[src/rtl/fmc_pkg.sv]
// fmc_pkg: shared widths, event codes, register indexes, types and the duty
// table of the fan mode controller. No dependencies; used by every rtl file of the block.
package fmc_pkg;

  localparam int TIMER_WIDTH = 32;
  localparam int EXT_WIDTH   = (TIMER_WIDTH > 32) ? TIMER_WIDTH : 32;
  localparam int TEMP_W      = 12;
  localparam int SPEED_W     = 3;
  localparam int DUTY_W      = 8;
  localparam int KIND_W      = 4;
  localparam int N_LEVELS    = 5;
  localparam int CFG_IDX_W   = 3;
  localparam int CFG_DATA_W  = 32;
  localparam int NIGHT_W     = 3;
  localparam int DELAY_W     = 32;

  localparam logic [KIND_W-1:0] KIND_TICK       = 4'd0;
  localparam logic [KIND_W-1:0] KIND_LOCK       = 4'd1;
  localparam logic [KIND_W-1:0] KIND_UNLOCK     = 4'd2;
  localparam logic [KIND_W-1:0] KIND_FAN_ON     = 4'd3;
  localparam logic [KIND_W-1:0] KIND_FAN_OFF    = 4'd4;
  localparam logic [KIND_W-1:0] KIND_UP         = 4'd5;
  localparam logic [KIND_W-1:0] KIND_DOWN       = 4'd6;
  localparam logic [KIND_W-1:0] KIND_AUTO_ON    = 4'd7;
  localparam logic [KIND_W-1:0] KIND_AUTO_OFF   = 4'd8;
  localparam logic [KIND_W-1:0] KIND_NIGHT_ON   = 4'd9;
  localparam logic [KIND_W-1:0] KIND_NIGHT_OFF  = 4'd10;
  localparam logic [KIND_W-1:0] KIND_TIMER_ON   = 4'd11;
  localparam logic [KIND_W-1:0] KIND_TIMER_OFF  = 4'd12;
  localparam logic [KIND_W-1:0] KIND_SAMPLE     = 4'd13;

  localparam logic [CFG_IDX_W-1:0] REG_LEVEL_1 = 3'd0;
  localparam logic [CFG_IDX_W-1:0] REG_LEVEL_2 = 3'd1;
  localparam logic [CFG_IDX_W-1:0] REG_LEVEL_3 = 3'd2;
  localparam logic [CFG_IDX_W-1:0] REG_LEVEL_4 = 3'd3;
  localparam logic [CFG_IDX_W-1:0] REG_LEVEL_5 = 3'd4;
  localparam logic [CFG_IDX_W-1:0] REG_NIGHT   = 3'd5;
  localparam logic [CFG_IDX_W-1:0] REG_DELAY   = 3'd6;

  localparam logic [SPEED_W-1:0] SPEED_MAX     = 3'd5;
  localparam logic [SPEED_W-1:0] SPEED_DEFAULT = 3'd3;

  typedef struct packed {
    logic [N_LEVELS-1:0][TEMP_W-1:0] level;
    logic [NIGHT_W-1:0]              night_speed;
    logic [DELAY_W-1:0]              off_delay;
  } cfg_t;

  typedef struct packed {
    logic [KIND_W-1:0] kind;
    logic [TEMP_W-1:0] temperature;
    logic              sample_valid;
  } item_t;

  typedef struct packed {
    logic                   locked;
    logic                   fan_on;
    logic                   auto_on;
    logic                   night_on;
    logic [SPEED_W-1:0]     speed;
    logic [TEMP_W-1:0]      temp;
    logic [TIMER_WIDTH-1:0] tcount;
    logic                   tact;
    logic [DUTY_W-1:0]      duty;
  } state_t;

  function automatic logic [DUTY_W-1:0] duty_lut(input logic [SPEED_W-1:0] spd);
    logic [DUTY_W-1:0] d;
    case (spd)
      3'd0:    d = 8'd0;
      3'd1:    d = 8'd112;
      3'd2:    d = 8'd142;
      3'd3:    d = 8'd182;
      3'd4:    d = 8'd222;
      default: d = 8'd245;
    endcase
    return d;
  endfunction

endpackage

[src/rtl/fmc_cfg.sv]
// fmc_cfg: configuration register bank (thresholds, night speed, off delay).
// Depends on fmc_pkg.
module fmc_cfg (
  input  logic                             clk,
  input  logic                             rst_n,
  input  logic                             cfg_we,
  input  logic [fmc_pkg::CFG_IDX_W-1:0]    cfg_index,
  input  logic [fmc_pkg::CFG_DATA_W-1:0]   cfg_wdata,
  output fmc_pkg::cfg_t                    cfg
);

  fmc_pkg::cfg_t cfg_r;

  always_ff @(posedge clk) begin
    if (!rst_n) begin
      cfg_r.level[0]    <= 12'sd250;
      cfg_r.level[1]    <= 12'sd270;
      cfg_r.level[2]    <= 12'sd290;
      cfg_r.level[3]    <= 12'sd310;
      cfg_r.level[4]    <= 12'sd330;
      cfg_r.night_speed <= 3'd1;
      cfg_r.off_delay   <= 32'd3600;
    end else if (cfg_we) begin
      case (cfg_index)
        fmc_pkg::REG_LEVEL_1: cfg_r.level[0] <= cfg_wdata[fmc_pkg::TEMP_W-1:0];
        fmc_pkg::REG_LEVEL_2: cfg_r.level[1] <= cfg_wdata[fmc_pkg::TEMP_W-1:0];
        fmc_pkg::REG_LEVEL_3: cfg_r.level[2] <= cfg_wdata[fmc_pkg::TEMP_W-1:0];
        fmc_pkg::REG_LEVEL_4: cfg_r.level[3] <= cfg_wdata[fmc_pkg::TEMP_W-1:0];
        fmc_pkg::REG_LEVEL_5: cfg_r.level[4] <= cfg_wdata[fmc_pkg::TEMP_W-1:0];
        fmc_pkg::REG_NIGHT:   cfg_r.night_speed <= cfg_wdata[fmc_pkg::NIGHT_W-1:0];
        fmc_pkg::REG_DELAY:   cfg_r.off_delay <= cfg_wdata[fmc_pkg::DELAY_W-1:0];
        default: ;
      endcase
    end
  end

  assign cfg = cfg_r;

endmodule

[src/rtl/fmc_core.sv]
// fmc_core: controller state registers and the per-beat next-state logic.
// Depends on fmc_pkg; configuration comes from fmc_cfg.
module fmc_core (
  input  logic            clk,
  input  logic            rst_n,
  input  logic            advance,
  input  fmc_pkg::item_t  item,
  input  fmc_pkg::cfg_t   cfg,
  output fmc_pkg::state_t state_nxt
);

  fmc_pkg::state_t state_r;

  function automatic fmc_pkg::state_t fan_off(input fmc_pkg::state_t s);
    fmc_pkg::state_t r;
    r = s;
    if (r.fan_on) begin
      r.fan_on = 1'b0;
      r.duty   = '0;
      if (r.auto_on) begin
        r.auto_on = 1'b0;
        r.speed   = fmc_pkg::SPEED_DEFAULT;
      end
      if (r.night_on) begin
        r.night_on = 1'b0;
        r.speed    = fmc_pkg::SPEED_DEFAULT;
      end
    end
    return r;
  endfunction

  logic [fmc_pkg::SPEED_W-1:0]     auto_spd;
  logic [fmc_pkg::SPEED_W-1:0]     night_spd;
  logic [fmc_pkg::SPEED_W-1:0]     duty_spd;
  logic [fmc_pkg::EXT_WIDTH-1:0]   delay_ext;
  logic [fmc_pkg::EXT_WIDTH-1:0]   delay_lim;
  logic [fmc_pkg::TIMER_WIDTH-1:0] delay_sat;
  logic                            unlocked_on;
  fmc_pkg::state_t                 s;

  // highest threshold passed wins
  always_comb begin
    auto_spd = '0;
    for (int i = 0; i < fmc_pkg::N_LEVELS; i++) begin
      if ($signed(state_r.temp) > $signed(cfg.level[i])) begin
        auto_spd = fmc_pkg::SPEED_W'(i + 1);
      end
    end
  end

  assign night_spd = (cfg.night_speed > fmc_pkg::SPEED_MAX) ? fmc_pkg::SPEED_MAX
                                                             : cfg.night_speed;
  assign delay_ext = fmc_pkg::EXT_WIDTH'(cfg.off_delay);
  assign delay_lim = fmc_pkg::EXT_WIDTH'({fmc_pkg::TIMER_WIDTH{1'b1}});
  assign delay_sat = (delay_ext > delay_lim) ? fmc_pkg::TIMER_WIDTH'(delay_lim)
                                             : fmc_pkg::TIMER_WIDTH'(delay_ext);
  assign unlocked_on = !state_r.locked && state_r.fan_on;

  always_comb begin
    s = state_r;
    duty_spd = '0;
    case (item.kind)
      fmc_pkg::KIND_TICK: begin
        if (s.tact) begin
          if (s.tcount <= fmc_pkg::TIMER_WIDTH'(1)) begin
            s.tact   = 1'b0;
            s.tcount = '0;
            s        = fan_off(s);
          end else begin
            s.tcount = s.tcount - fmc_pkg::TIMER_WIDTH'(1);
          end
        end
        if (s.fan_on && !s.locked) begin
          if (s.auto_on) s.speed = auto_spd;
          if (s.night_on) s.speed = night_spd;
          duty_spd = (s.speed > fmc_pkg::SPEED_MAX) ? fmc_pkg::SPEED_MAX : s.speed;
          s.duty   = fmc_pkg::duty_lut(duty_spd);
        end else begin
          s.duty = '0;
        end
      end
      fmc_pkg::KIND_LOCK: begin
        if (!s.locked) begin
          s.locked = 1'b1;
          s        = fan_off(s);
        end
      end
      fmc_pkg::KIND_UNLOCK: begin
        if (s.locked) begin
          s.locked = 1'b0;
          s        = fan_off(s);
        end
      end
      fmc_pkg::KIND_FAN_ON: begin
        if (!s.locked && !s.fan_on) begin
          s.fan_on = 1'b1;
          if (s.auto_on) begin
            s.auto_on = 1'b0;
            s.speed   = fmc_pkg::SPEED_DEFAULT;
          end
          if (s.night_on) begin
            s.night_on = 1'b0;
            s.speed    = fmc_pkg::SPEED_DEFAULT;
          end
        end
      end
      fmc_pkg::KIND_FAN_OFF: s = fan_off(s);
      fmc_pkg::KIND_UP: begin
        s.speed = (s.speed < fmc_pkg::SPEED_MAX) ? s.speed + 3'd1 : fmc_pkg::SPEED_MAX;
      end
      fmc_pkg::KIND_DOWN: begin
        s.speed = (s.speed > 3'd1) ? s.speed - 3'd1 : 3'd1;
      end
      fmc_pkg::KIND_AUTO_ON: begin
        if (unlocked_on && !s.auto_on) begin
          s.night_on = 1'b0;
          s.auto_on  = 1'b1;
        end
      end
      fmc_pkg::KIND_AUTO_OFF: begin
        if (s.auto_on) begin
          s.auto_on = 1'b0;
          s.speed   = fmc_pkg::SPEED_DEFAULT;
        end
      end
      fmc_pkg::KIND_NIGHT_ON: begin
        if (unlocked_on && !s.night_on) begin
          s.auto_on  = 1'b0;
          s.night_on = 1'b1;
        end
      end
      fmc_pkg::KIND_NIGHT_OFF: begin
        if (s.night_on) begin
          s.night_on = 1'b0;
          s.speed    = fmc_pkg::SPEED_DEFAULT;
        end
      end
      fmc_pkg::KIND_TIMER_ON: begin
        if (unlocked_on) begin
          s.tact   = 1'b1;
          s.tcount = delay_sat;
        end
      end
      fmc_pkg::KIND_TIMER_OFF: s.tact = 1'b0;
      fmc_pkg::KIND_SAMPLE: begin
        if (item.sample_valid) s.temp = item.temperature;
      end
      default: ;
    endcase
    state_nxt = s;
  end

  always_ff @(posedge clk) begin
    if (!rst_n) begin
      state_r.locked   <= 1'b1;
      state_r.fan_on   <= 1'b0;
      state_r.auto_on  <= 1'b0;
      state_r.night_on <= 1'b0;
      state_r.speed    <= fmc_pkg::SPEED_DEFAULT;
      state_r.temp     <= '0;
      state_r.tcount   <= '0;
      state_r.tact     <= 1'b0;
      state_r.duty     <= '0;
    end else if (advance) begin
      state_r <= state_nxt;
    end
  end

endmodule

[src/rtl/fan_mode_controller.sv]
// fan_mode_controller: top level with input beat register and result register.
// Depends on fmc_pkg, fmc_cfg and fmc_core.
//
// Usage: each event beat on the in_ channel (kind and sample_valid in tuser,
// temperature in tdata) yields exactly one status beat on the out_ channel,
// in order. A beat is taken into an input register, runs through the state
// update and lands in the output register, which drives out_tvalid; the
// update of a beat waits while the output register still holds a status
// beat that the receiver has not taken.
// Throughput is one beat per clock while out_tready stays high: the state
// update is a single shallow pass from the state registers back into them,
// the timer decrement being the widest path.
// Configuration is written through cfg_we/cfg_index/cfg_wdata while no beat
// is in flight; indexes outside the register list are ignored.
// Reset (rst_n low at a clock edge) empties both registers, locks the
// device, turns the fan and all modes off and restores the default settings.
// When the receiver holds out_tready low, the output register keeps its
// beat and one more beat can wait in the input register before in_tready
// drops; nothing is lost or repeated.
module fan_mode_controller (
  input  logic                           clk,
  input  logic                           rst_n,
  input  logic                           in_tvalid,
  output logic                           in_tready,
  input  logic [15:0]                    in_tdata,  // temperature[11:0], zero pad
  input  logic [4:0]                     in_tuser,  // kind[3:0], sample_valid[4]
  output logic                           out_tvalid,
  input  logic                           out_tready,
  output logic [15:0]                    out_tdata, // duty[7:0], speed_level[10:8],
                                                    // fan_running[11], auto_active[12],
                                                    // night_active[13], is_locked[14],
                                                    // timer_running[15]
  input  logic                           cfg_we,
  input  logic [fmc_pkg::CFG_IDX_W-1:0]  cfg_index,
  input  logic [fmc_pkg::CFG_DATA_W-1:0] cfg_wdata
);

  logic            s1_valid_r;
  fmc_pkg::item_t  s1_item_r;
  logic            out_valid_r;
  logic [15:0]     out_data_r;
  logic            advance;
  fmc_pkg::cfg_t   cfg;
  fmc_pkg::state_t state_nxt;

  assign advance   = s1_valid_r && (!out_valid_r || out_tready);
  assign in_tready = !s1_valid_r || advance;

  always_ff @(posedge clk) begin
    if (!rst_n) begin
      s1_valid_r <= 1'b0;
    end else if (in_tready) begin
      s1_valid_r <= in_tvalid;
    end
  end

  always_ff @(posedge clk) begin
    if (in_tready && in_tvalid) begin
      s1_item_r.kind         <= in_tuser[3:0];
      s1_item_r.sample_valid <= in_tuser[4];
      s1_item_r.temperature  <= in_tdata[fmc_pkg::TEMP_W-1:0];
    end
  end

  fmc_cfg u_cfg (
    .clk       (clk),
    .rst_n     (rst_n),
    .cfg_we    (cfg_we),
    .cfg_index (cfg_index),
    .cfg_wdata (cfg_wdata),
    .cfg       (cfg)
  );

  fmc_core u_core (
    .clk       (clk),
    .rst_n     (rst_n),
    .advance   (advance),
    .item      (s1_item_r),
    .cfg       (cfg),
    .state_nxt (state_nxt)
  );

  always_ff @(posedge clk) begin
    if (!rst_n) begin
      out_valid_r <= 1'b0;
    end else if (advance) begin
      out_valid_r <= 1'b1;
    end else if (out_tready) begin
      out_valid_r <= 1'b0;
    end
  end

  always_ff @(posedge clk) begin
    if (advance) begin
      out_data_r <= {state_nxt.tact, state_nxt.locked, state_nxt.night_on,
                     state_nxt.auto_on, state_nxt.fan_on, state_nxt.speed,
                     state_nxt.duty};
    end
  end

  assign out_tvalid = out_valid_r;
  assign out_tdata  = out_data_r;

endmodule
[config.mk]
export PLATFORM = sky130hd
export DESIGN_NAME = fan_mode_controller
export DESIGN_NICKNAME = d
export VERILOG_FILES = /design/src/rtl/fmc_pkg.sv /design/src/rtl/fmc_cfg.sv /design/src/rtl/fmc_core.sv /design/src/rtl/fan_mode_controller.sv
export SDC_FILE = /design/constraint.sdc
export NUM_CORES = 1
export LEC_CHECK = 0
export ABC_CLOCK_PERIOD_IN_PS = 2900
export BUFFER_PORTS_ARGS = -buffer_cell sky130_fd_sc_hd__clkbuf_2
export CORE_MARGIN = 2
export CORE_UTILIZATION = 50
export DETAILED_ROUTE_END_ITERATION = 16
export GPL_TIMING_DRIVEN = 0
export PLACE_DENSITY = 0.71
export RECOVER_POWER = 25
export SLEW_MARGIN = 5
export SYNTH_ARGS = -nofsm -noshare
export SYNTH_HDL_FRONTEND = slang
export SYNTH_SLANG_ARGS = --single-unit
[constraint.sdc]
create_clock -name clk -period 2.9 [get_ports clk]
set_input_delay 0.725 -clock clk [delete_from_list [all_inputs] [get_ports clk]]
set_output_delay 0.725 -clock clk [all_outputs]
set_load 0.02 [all_outputs]
==> flow_metrics.py <==
metrics = {
    "global_route": {
        "grtUsageMet1": 0.387,
        "antenna_found_initial": 0,
        "grt_use_met3": 0.0448,
        "grt_pass1_vias": 8944,
        "grt.met2_usage": 0.456,
        "grt.busiest_layer": "met2",
        "grt_first_pass_wirelength_microns": 47400,
        "grt_overflow_total": 0,
        "gr-usage-all-layers": 0.281,
        "grt_max_degree": 26,
    },
    "setup_path": {
        "cp.required_ns": 3.09,
        "path_buf_inv": 0,
        "crit_arrival_ns": 3.28,
        "cp_max_fo": 7,
        "critical_path.top_delay_family": "compound AO/OA/AOI/OAI gates",
        "cp_slowest_cell": "nor4_2",
        "crit_chain": "nor4_2 -> o2111ai_1 -> o41a_1 -> nand3_2 -> a311oi_2 -> o21ai_4 -> a21oi_1 -> or3_1 -> o21a_1",
        "cp-end-kind": "register",
        "criticalPathCategory": "register to register",
        "max_stage_delay_ns": 0.53,
        "startpoint_type": "register",
    },
    "power_and_ir_drop": {
        "p_sw_mw": 1.53,
        "p_int_mw": 4.05,
        "p_clk_frac": 0.413,
        "vdd_drop_max_uv": 378,
        "pwr_density_cell_nw_per_um2": 481,
        "total_leakage_power_nw": 4.54,
        "pwr-share-comb": 0.089,
        "pwr-share-seq": 0.498,
        "switching_share": 0.274,
    },
    "logic_synthesis": {
        "ys.flop_type": "dfxtp_1",
        "synth_edf_count": 33,
        "yosysWarnings": 0,
        "ys_seq_elements": 190,
        "async_flop_share": 0,
        "synth.area.top_cells": "dfxtp_1, edfxtp_1, nand2_1",
        "ys_seq_area_frac": 0.412,
        "synthCells": 1253,
        "avgSynthCellArea_sq_um": 8.01,
        "synth_area_sq_um": 10000,
        "syn_nets": 1379,
        "synth_top_area_frac": 0.313,
        "synth_largest_area_cell": "dfxtp_1",
        "ys_types": 68,
    },
    "clock_tree": {
        "hold_buffers": 0,
        "cts_tree": "yes",
        "cts_made_buffers": 17,
        "clock_tree.buffer_depth": 2,
        "clk_latency_ns": 0.44,
        "path_clk_slew_ns": 0.08,
        "h-tree-depth": 4,
        "clock_sink_count": 190,
        "cts_root_buf": "clkbuf_16",
    },
    "die": {
        "ioPinCount": 79,
        "die_h_microns": 146,
        "core-area_sq_um": 19600,
        "die_w_microns": 146,
        "row_count": 51,
        "die_area_sq_um": 21200,
        "start_util": 0.512,
    },
    "placement": {
        "place.gp.congestion": 0.931,
        "dp_hpwl_microns": 20700,
        "io_buffer_count": 71,
    },
    "sta": {
        "setup-violations-final": 13,
        "whs_ns": 0.451,
        "rsz0062_at_grt": "true",
        "min_period_over_period": 1.07,
        "max_slew_margin": 0.162,
        "timing.final.crit_period_ns": 3.09,
        "maxClockFrequency_ghz": 0.324,
        "setup_ws_ns": -0.190,
        "hold_viol_final": 0,
        "worst_slew_pin_slew_ns": 1.26,
        "fin_skew_ns": 0.0160,
        "drv_slew": 0,
    },
    "status": {
        "failed_checks": "setup timing",
        "status": "finished with violations",
    },
    "finish": {
        "n_antenna_cell": 0,
        "num-nets-final": 1483,
        "syn_to_final_growth_pct": 15.7,
        "final_layout_size_suffix_gt1_frac": 0.118,
        "final_core_util": 0.592,
    },
    "routing": {
        "wire_per_inst_microns": 18.2,
        "detail_route.first_pass.iterations": 5,
        "via_count": 9532,
        "viasPerCell": 5.83,
        "ant_nets": 0,
        "drc": 0,
        "wl_microns": 29700,
        "drtIter0Drc": 840,
    },
    "min_path": {
        "hold_path.class": "input pin to register",
    },
    "run": {
        "maxCapViolCount": 0,
    },
}
metrics by stage:
stage / power (mW) / setup slack [ns] / std cells / cell area (sq um) / setup TNS, ns
after floorplan: 3.13 / -0.00183 / 1253 / 10000 / -0.00183
after global placement: 3.31 / -0.831 / 1589 / 10700 / -30.64
after detailed placement: 3.31 / -0.467 / 1589 / 10700 / -16.30
after CTS: 5.58 / -0.135 / 1632 / 11500 / -0.612
after global routing: 5.74 / -0.261 / 1635 / 11600 / -3.03
final: 5.58 / -0.190 / 1635 / 11600 / -1.11
placed cells by master, fill, tap and decap left out, types with 5 or more instances in the layout:
cell	instances
o211ai_1	27
a31oi_1	9
o21ai_1	12
o21ai_0	53
nor4_1	9
clkbuf_2	60
nand3_1	28
nor2b_1	15
a32oi_1	5
nor2_1	101
a22oi_1	9
buf_4	14
o21ai_2	5
or3_1	6
mux2i_1	16
dfxtp_2	12
nor3_1	34
a21boi_0	5
dfxtp_1	143
a221oi_1	8
xor2_1	5
a32o_1	9
nand2b_1	16
buf_1	7
ha_1	65
edfxtp_1	33
a21oi_1	127
inv_6	5
clkbuf_16	17
clkbuf_1	62
nand2_1	245
nand4_1	11
inv_1	77
a211oi_1	6
o21a_1	10
worst reg2reg max path, stage by stage, from the launching register on:
cell and delay (ns):
dfxtp_1 0.38, nor4_2 0.53, o2111ai_1 0.40, o41a_1 0.50, nand3_2 0.12, a311oi_2 0.07
o21ai_4 0.23, a21oi_1 0.09, or3_1 0.38, o21a_1 0.13
kinds of logic after synthesis:
logic type      count (synthesis)  share of synthesized area
xor+xnor                        7                    0.00611
buf+inv                       138                     0.0516
simple gates                  497                      0.219
flops                         190                      0.412
compound gates                340                      0.214
fa+ha+maj                      65                     0.0811
mux                            16                     0.0160
power groups by stage:
stage / Clock, mW / Combinational [mW] / Sequential, mW
CTS: 2.32 / 0.488 / 2.78
finish: 2.30 / 0.497 / 2.78
global placement: 0 / 0.467 / 2.84
floorplan: 0 / 0.283 / 2.84
global route: 2.41 / 0.546 / 2.78
detailed placement: 0 / 0.471 / 2.84
worst paths after layout:
check / cells past startpoint / end / slack [ns] / start
worst min-delay path: 1 / s1_item_r[5] / 0.45 / in_tdata[4]
worst max-delay path: 9 / out_tdata[9] / -0.19 / u_core.state_r[21]
worst min register to register: 2 / u_core.state_r[5] / 0.45 / u_core.state_r[5]
worst max register to register: 9 / out_tdata[9] / -0.19 / u_core.state_r[21]
state kept, by name (all words and copies together), names as in the netlist:
register and count:
out_tdata 16, u_core.state_r 60, u_cfg.cfg 95, s1_item_r 17, out_tvalid 1, s1_valid_r 1
per-layer routing:
layer / wire, microns / share of wire / up-vias
li1: - / - / 4642
met1: 13300 / 0.45 / 4509
met2: 13800 / 0.47 / 330
met3: 1860 / 0.063 / 51
met4: 690 / 0.023 / 0
met5: 0 / 0 / -
final cells by class:
type / instances / area, sq um
tap: 265 / 332
clock buffer: 17 / 425
sequential: 190 / 4160
buffer: 61 / 250
multi-input combinational: 925 / 5560
timing repair buffer: 85 / 438
clock inverter: 15 / 150
inverter: 77 / 289
fill: 1836 / 7990
timing repair:
action | in CTS | in global routing
gates resized for setup | 49 | 28
setup endpoints to repair | 58 | 58
setup buffers | 11 | 3
pin swaps | 8 | 9
synth_stat cells, types with 3 or more instances:
library cell / instances
a221oi_1: 8
o2111ai_1: 3
nand2b_1: 17
nand3_1: 29
buf_1: 7
or3_1: 7
a2bb2oi_1: 4
a21o_1: 4
inv_1: 77
nor3_1: 36
dfxtp_1: 157
and2_1: 3
a22o_1: 3
a22oi_1: 9
a21boi_0: 5
ha_1: 65
edfxtp_1: 33
o22ai_1: 4
o21ai_1: 10
xor2_1: 5
nor2_1: 103
o2bb2ai_1: 5
a211oi_1: 7
a32o_1: 10
clkbuf_1: 54
nand4_1: 11
nand2_1: 246
or4_1: 4
mux2i_1: 16
a31oi_1: 10
o21a_1: 10
nor4_1: 12
a32oi_1: 5
and3_1: 4
nor2b_1: 15
o21ai_0: 60
o211ai_1: 27
a21oi_1: 130
(Power assumes the default switching activity.)
